File: config.mk
export PLATFORM = sky130hd
export DESIGN_NAME = windowed_min_cost_jump
export DESIGN_NICKNAME = d
export VERILOG_FILES = /design/src/hdl/wmcj_pkg.sv /design/src/hdl/windowed_min_cost_jump.sv /design/src/hdl/wmcj_cell.sv /design/src/hdl/wmcj_min_tree.sv
export SDC_FILE = /design/constraint.sdc
export NUM_CORES = 2
export LEC_CHECK = 0
export BUFFER_PORTS_ARGS = -buffer_cell sky130_fd_sc_hd__clkbuf_2
export CAP_MARGIN = 20
export CORE_MARGIN = 10
export CORE_UTILIZATION = 50
export DETAILED_ROUTE_END_ITERATION = 6
export PLACE_DENSITY_LB_ADDON = 0.3
export SYNTH_ARGS = -nofsm -noshare
export SYNTH_HDL_FRONTEND = slang
export SYNTH_SLANG_ARGS = --single-unit
File: constraint.sdc
create_clock -name clock -period 30.7 [get_ports clock]
set_input_delay 3.07 -clock clock [delete_from_list [all_inputs] [get_ports clock]]
set_output_delay 3.07 -clock clock [all_outputs]
set_load 0.01 [all_outputs]
File: src/hdl/wmcj_pkg.sv
// Shared types and constants for the windowed minimum-cost jump block.
package wmcj_pkg;

   localparam int HEIGHT_W   = 16;
   localparam int JUMP_W     = 4;
   localparam int MIN_COST_W = 32;

   localparam logic [JUMP_W-1:0] JUMP_RESET = JUMP_W'(1);

   typedef struct packed {
      logic [HEIGHT_W-1:0] height;
      logic                first_item;
   } req_type;

   typedef struct packed {
      logic [MIN_COST_W-1:0] min_cost;
      logic                  saturated;
   } rsp_type;

endpackage

File: src/hdl/windowed_min_cost_jump.sv
// Top level: window of jump cells, min tree, sequence counter and output skid buffer.
// An accepted word is held in the output register, or in the skid stage on a stall.
// Throughput: one word per cycle while req_stall is low; the new cost enters cell 0
// through the cell candidates and min tree in the same cycle that the word is taken.
// Reset: synchronous, active high; clears the position count and the output
// valid flags and sets max_jump to 1. Window contents are gated by the count.
module windowed_min_cost_jump
   import wmcj_pkg::*;
#(
   parameter int MAX_JUMP  = 8,
   parameter int COST_BITS = 32
) (
   input  logic              clock,
   input  logic              reset,
   input  logic              req_valid,
   output logic              req_stall,
   input  req_type           req_data,
   output logic              rsp_valid,
   input  logic              rsp_stall,
   output rsp_type           rsp_data,
   input  logic              csr_valid,
   output logic              csr_ready,
   input  logic [JUMP_W-1:0] csr_data
);

   localparam int SEEN_W = $clog2(MAX_JUMP + 1);
   localparam int KW     = COST_BITS + 2;

   logic [JUMP_W-1:0]  max_jump_ff;
   logic [SEEN_W-1:0]  seen_ff;
   logic [SEEN_W-1:0]  seen_in;
   logic               accept;
   logic               start;

   logic [MAX_JUMP-1:0]                 cell_en;
   logic [MAX_JUMP:0][HEIGHT_W-1:0]     chain_height;
   logic [MAX_JUMP:0][COST_BITS-1:0]    chain_cost;
   logic [MAX_JUMP-1:0][KW-1:0]         keys;
   logic [KW-1:0]                       min_key;
   logic [COST_BITS-1:0]                best_cost;
   logic                                best_sat;
   rsp_type                             new_rsp;

   logic    out_valid_ff;
   rsp_type out_data_ff;
   logic    skid_valid_ff;
   rsp_type skid_data_ff;

   assign csr_ready = 1'b1;
   assign req_stall = skid_valid_ff;
   assign accept    = req_valid && !req_stall;
   assign start     = req_data.first_item || (seen_ff == '0);

   always_ff @(posedge clock) begin
      if (reset) begin
         max_jump_ff <= JUMP_RESET;
      end else if (csr_valid && csr_ready) begin
         max_jump_ff <= csr_data;
      end
   end

   // A cell takes part if it lies within the jump limit and holds a
   // position of the current sequence; a limit of zero acts as one.
   genvar j;
   generate
      for (j = 0; j < MAX_JUMP; j++) begin : g_cell
         logic in_limit;
         if (j == 0) begin : g_first
            assign in_limit = 1'b1;
         end else if (j >= (1 << JUMP_W)) begin : g_far
            assign in_limit = 1'b0;
         end else begin : g_mid
            assign in_limit = JUMP_W'(j) < max_jump_ff;
         end
         assign cell_en[j] = in_limit && (SEEN_W'(j) < seen_ff);

         wmcj_cell #(
            .COST_BITS (COST_BITS)
         ) u_cell (
            .clock      (clock),
            .shift      (accept),
            .enable     (cell_en[j]),
            .cur_height (req_data.height),
            .height_in  (chain_height[j]),
            .cost_in    (chain_cost[j]),
            .height_out (chain_height[j+1]),
            .cost_out   (chain_cost[j+1]),
            .cand_key   (keys[j])
         );
      end
   endgenerate

   wmcj_min_tree #(
      .N  (MAX_JUMP),
      .KW (KW)
   ) u_min_tree (
      .keys    (keys),
      .min_key (min_key)
   );

   assign best_cost       = start ? '0 : min_key[COST_BITS:1];
   assign best_sat        = start ? 1'b0 : min_key[0];
   assign chain_height[0] = req_data.height;
   assign chain_cost[0]   = best_cost;

   assign new_rsp.min_cost  = MIN_COST_W'(best_cost);
   assign new_rsp.saturated = best_sat;

   always_comb begin
      if (start) begin
         seen_in = SEEN_W'(1);
      end else if (seen_ff < SEEN_W'(MAX_JUMP)) begin
         seen_in = seen_ff + SEEN_W'(1);
      end else begin
         seen_in = seen_ff;
      end
   end

   always_ff @(posedge clock) begin
      if (reset) begin
         seen_ff <= '0;
      end else if (accept) begin
         seen_ff <= seen_in;
      end
   end

   // Output register with a skid stage behind it.
   always_ff @(posedge clock) begin
      if (reset) begin
         out_valid_ff  <= 1'b0;
         skid_valid_ff <= 1'b0;
      end else if (!out_valid_ff || !rsp_stall) begin
         if (skid_valid_ff) begin
            out_valid_ff  <= 1'b1;
            skid_valid_ff <= 1'b0;
         end else begin
            out_valid_ff <= accept;
         end
      end else if (accept) begin
         skid_valid_ff <= 1'b1;
      end
   end

   always_ff @(posedge clock) begin
      if (!out_valid_ff || !rsp_stall) begin
         if (skid_valid_ff) begin
            out_data_ff <= skid_data_ff;
         end else if (accept) begin
            out_data_ff <= new_rsp;
         end
      end else if (accept) begin
         skid_data_ff <= new_rsp;
      end
   end

   assign rsp_valid = out_valid_ff;
   assign rsp_data  = out_data_ff;

`ifndef ASSERT_OFF
   a_skid_behind_out: assert property (@(posedge clock) disable iff (reset)
      skid_valid_ff |-> out_valid_ff)
      else $error("skid stage holds a word while the output register is empty");

   a_new_sequence: assert property (@(posedge clock) disable iff (reset)
      (accept && req_data.first_item) |=> (seen_ff == SEEN_W'(1)))
      else $error("position count not restarted by a first item");

   a_seen_bound: assert property (@(posedge clock) disable iff (reset)
      seen_ff <= SEEN_W'(MAX_JUMP))
      else $error("position count beyond the window depth");

   a_some_candidate: assert property (@(posedge clock) disable iff (reset)
      (accept && !start) |-> cell_en[0])
      else $error("no candidate cell enabled for a continuing sequence");
`endif

endmodule

File: src/hdl/wmcj_cell.sv
// One window position: holds a height and its cost and forms the jump candidate.
module wmcj_cell
   import wmcj_pkg::*;
#(
   parameter int COST_BITS = 32
) (
   input  logic                  clock,
   input  logic                  shift,
   input  logic                  enable,
   input  logic [HEIGHT_W-1:0]   cur_height,
   input  logic [HEIGHT_W-1:0]   height_in,
   input  logic [COST_BITS-1:0]  cost_in,
   output logic [HEIGHT_W-1:0]   height_out,
   output logic [COST_BITS-1:0]  cost_out,
   output logic [COST_BITS+1:0]  cand_key
);

   logic [HEIGHT_W-1:0]  height_ff;
   logic [COST_BITS-1:0] cost_ff;
   logic [HEIGHT_W-1:0]  diff;
   logic [COST_BITS:0]   sum;
   logic                 clip;
   logic [COST_BITS-1:0] cand_cost;

   always_ff @(posedge clock) begin
      if (shift) begin
         height_ff <= height_in;
         cost_ff   <= cost_in;
      end
   end

   assign diff      = (cur_height >= height_ff) ? (cur_height - height_ff)
                                                : (height_ff - cur_height);
   assign sum       = {1'b0, cost_ff} + (COST_BITS+1)'(diff);
   assign clip      = sum[COST_BITS];
   assign cand_cost = clip ? {COST_BITS{1'b1}} : sum[COST_BITS-1:0];

   // Key orders disabled cells last and, on equal cost, unclipped first.
   // A disabled cell shows all ones so that its held contents never reach the tree.
   assign cand_key   = enable ? {1'b0, cand_cost, clip} : {(COST_BITS+2){1'b1}};
   assign height_out = height_ff;
   assign cost_out   = cost_ff;

endmodule

File: src/hdl/wmcj_min_tree.sv
// Balanced comparison tree that picks the smallest of the cell keys.
module wmcj_min_tree #(
   parameter int N  = 8,
   parameter int KW = 34
) (
   input  logic [N-1:0][KW-1:0] keys,
   output logic [KW-1:0]        min_key
);

   localparam int P = 2 ** $clog2(N);

   logic [2*P-2:0][KW-1:0] node;

   genvar i;
   generate
      for (i = 0; i < P; i++) begin : g_leaf
         if (i < N) begin : g_used
            assign node[P-1+i] = keys[i];
         end else begin : g_pad
            assign node[P-1+i] = {KW{1'b1}};
         end
      end
      for (i = 0; i < P-1; i++) begin : g_node
         assign node[i] = (node[2*i+2] < node[2*i+1]) ? node[2*i+2] : node[2*i+1];
      end
   endgenerate

   assign min_key = node[0];

endmodule
==> flow_summary.ini <==
[sta]
finalSetupViolCount = 0
fmax_mhz = 49.8
finalCriticalPeriod_ns = 20.06
finalCritPeriodShare = 0.653
relSlewSlack = 0.299
rsz0062_at_grt = no
drv_slew = 0
holdWs_ns = 0.456
setup_tns_ns = 0
worst_pin_slew_ns = 1.02
hold_violations = 0
setup_ws_ns = 10.64
clock-skew-final_ns = 0.0222

[place]
place.port_buffers = 60
dp_slack_ns = 10.45
dp_hpwl_um = 109000
place_congestion = 0.962
placed_area_um2 = 46200

[worst_hold_path]
min_path_type = reg -> reg
whs_path_depth = 0
hold_start = g_cell[3].u_cell.height_out[15]$_DFFE_PP_
worstHoldEndpoint = g_cell[4].u_cell.height_out[15]$_DFFE_PP_

[power_and_ir_drop]
power.share.sequential = 0.304
total_power_mw = 2.57
switching_share = 0.387
p_sw_mw = 0.993
vdd_drop_max_v = 0.0000578
combPwrFrac = 0.434
p_int_mw = 1.58
p_leak_nw = 21.6
clkPwrFrac = 0.262
powerDensity_nw_per_um2 = 53.5

[die]
die_h_um = 319
core_um2 = 88500
initial_utilization = 0.505
ios = 62
rows = 109
die_area_um2 = 102000
die_w_um = 319

[clock_tree]
cts.hold.buffers_added = 0
cts_tree = done
htreeDepth = 2
cts_sinks = 460
cts_buffers = 53
clk_latency_ns = 0.63
cts_setup_buffers = 0
clk_path_buf_depth = 3
post_cts_resized = 0
cts_root_buffer = clkbuf_16
clk_pin_slew_ns = 0.06

[drt]
drt-total-wl_um = 134000
drc_errors = 1
dr.pass1.iters = 7
ant_nets = 0
first_iter_violations = 3217
vias = 37400
viasPerCell = 6.07
routedWlPerCell_um = 21.8

[setup_path]
start_kind = input port
reg2reg_from = g_cell[5].u_cell.height_out[0]$_DFFE_PP_
r2r_setup_slack_ns = 13.42
critPathMaxStageDelay_ns = 0.84
r2r_cells = 55
cp.arrival_ns = 20.40
path_common_cell = a21o_1
cp_max_fo = 22
path_class = in -> reg
crit_required_ns = 31.04
r2r-end = rsp_data[21]$_DFFE_PP_
end_kind = flip-flop
crit_slowest_cell = a31oi_2

[synth]
synth_top_area_cell = edfxtp_1
synthTopCellsByArea = edfxtp_1 (30%), ha_1 (17%), a21oi_1 (5.1%)
syn_nets = 5615
synth_fa_ha_area_frac = 0.181
synth_area_per_cell_um2 = 9.02
synth_edf_count = 450
ys_types = 82
synth_seq_area_share = 0.307
async_reset_ff_frac = 0
ys_ff_latch = 460
synthFlopType = edfxtp_1
muxShareOfSynthArea = 0.0691
synth-compound-area-share = 0.195
synth-simple-area-share = 0.134
yosys.area.top_type_share = 0.302
netlist_instances = 4956
synthesis.area_um2 = 44700
yosysWarningCount = 0
synth_top_family_by_area = compound AO/OA/AOI/OAI gates
synth_xor_area_frac = 0.0564

[final_layout]
seq_area_um2 = 13700
design_area_um2 = 48000
nets = 5609
multiInputGateArea_um2 = 28500
n_fill_cell = 7981
drive_above_1_share = 0.0629
area_growth_pct = 7.38

[grt]
grt_max_degree = 166
grt_antenna_before_repair = 5
grt_pass1_vias = 35400
grt_pass1_wl_um = 204000
overflow = 0
grt_use_total = 0.253

[flow_run]
max-cap-violations = 0

[outcome]
status = finished, violations left
violations = DRC
==> power groups by stage <==
stage / Sequential [mW] / Combinational (mW) / Clock, mW
finish: 0.780 / 1.11 / 0.674
global route: 0.785 / 1.21 / 0.708
CTS: 0.779 / 1.10 / 0.683
detailed placement: 0.792 / 1.09 / 0
global placement: 0.791 / 1.09 / 0
floorplan: 0.792 / 0.814 / 0
==> cell usage in the layout (no fill, tap or decap), drive strengths merged, types with 20 or more instances in the layout <==
master  Yosys  routed
a211oi     49      49
a21o      186     186
a21oi     454     454
a31oi      42      42
and2       23      23
and3       61      61
and4       26      26
buf        37      40
clkbuf    124     118
clkinv      0      20
edfxtp    450     450
fa         24      24
ha        609     609
inv       505     507
mux2       84      84
mux2i     214     214
nand2     327     327
nand2b     50      50
nand3     103     103
nand4     109     109
nor2      324     324
nor2b      58      58
nor3       66      66
o211ai     43      43
o21a       55      55
o21ai     280     280
o21bai     71      71
o31ai      23      23
or3        30      30
xnor2     144     144
xor2      144     144
==> worst max path at each step <==
stage | slack, ns | start | endpoint | cells after the start
floorplan | 8.41 | req_valid | skid_data_ff[0]$_DFFE_PP_ | 2
global placement | 10.49 | req_data[1] | rsp_data[21]$_DFFE_PP_ | 57
detailed placement | 10.45 | req_data[1] | rsp_data[21]$_DFFE_PP_ | 57
CTS | 11.04 | req_data[1] | rsp_data[21]$_DFFE_PP_ | 57
global route | 9.55 | req_data[1] | rsp_data[21]$_DFFE_PP_ | 58
finish | 10.64 | req_data[1] | rsp_data[21]$_DFFE_PP_ | 57
==> cells by family after synthesis <==
family	after synthesis
other cells	1
compound gates	1378
mux	298
simple gates	1232
xor+xnor	288
buf+inv	666
fa+ha+maj	633
flops	460
==> metrics by stage <==
stage / instances / utilization
after floorplan: 4956 / -
after global placement: 6059 / 0.522
after detailed placement: 6059 / 0.522
after CTS: 6157 / 0.542
after global routing: 6159 / 0.542
final: 6159 / 0.542
==> state kept, by name, summed over array words and instances, names as in the netlist <==
register,cells
rsp_valid,1
req_stall,1
g_cell.u_cell.height_out,128
seen_ff,4
max_jump_ff,4
skid_data_ff,33
rsp_data,33
g_cell.u_cell.cost_out,256
==> critical path: cells and delay by family <==
family	cells	cell delay (ns)
AO/OA/AOI/OAI	27	7.73
XOR/XNOR	1	0.28
adder cells (fa/ha/maj)	6	2.08
buffers and inverters	9	2.59
multiplexers	4	1.82
AND/OR/NAND/NOR	10	2.71
==> Yosys cell counts, drive strengths merged, types with 50 or more instances <==
| library cell | n |
|---|---|
| xnor2 | 144 |
| o21bai | 71 |
| clkbuf | 124 |
| a21o | 186 |
| nand4 | 109 |
| ha | 609 |
| nor3 | 66 |
| mux2i | 214 |
| a21oi | 454 |
| edfxtp | 450 |
| inv | 505 |
| nor2b | 58 |
| nor2 | 324 |
| and3 | 61 |
| nand2b | 50 |
| xor2 | 144 |
| mux2 | 84 |
| nand3 | 103 |
| o21ai | 280 |
| o21a | 55 |
| nand2 | 327 |
==> layout make-up <==
cell class	count	share of cell area
Sequential cell	460	0.286
Multi-Input combinational cell	3830	0.594
Tap cell	1165	0.0304
Timing Repair Buffer	100	0.0129
Antenna cell	1	0.0000521
Clock buffer	58	0.0280
Inverter	505	0.0395
Clock inverter	40	0.00988
==> metal layers <==
metal  wire length (µm)  GRT usage  part of all wire
met2              59100      0.399              0.44
met4               6400      0.109             0.048
met5                 18          0           0.00013
met1              59800      0.347              0.45
met3               9070     0.0292             0.068
(Power assumes the default switching activity.)
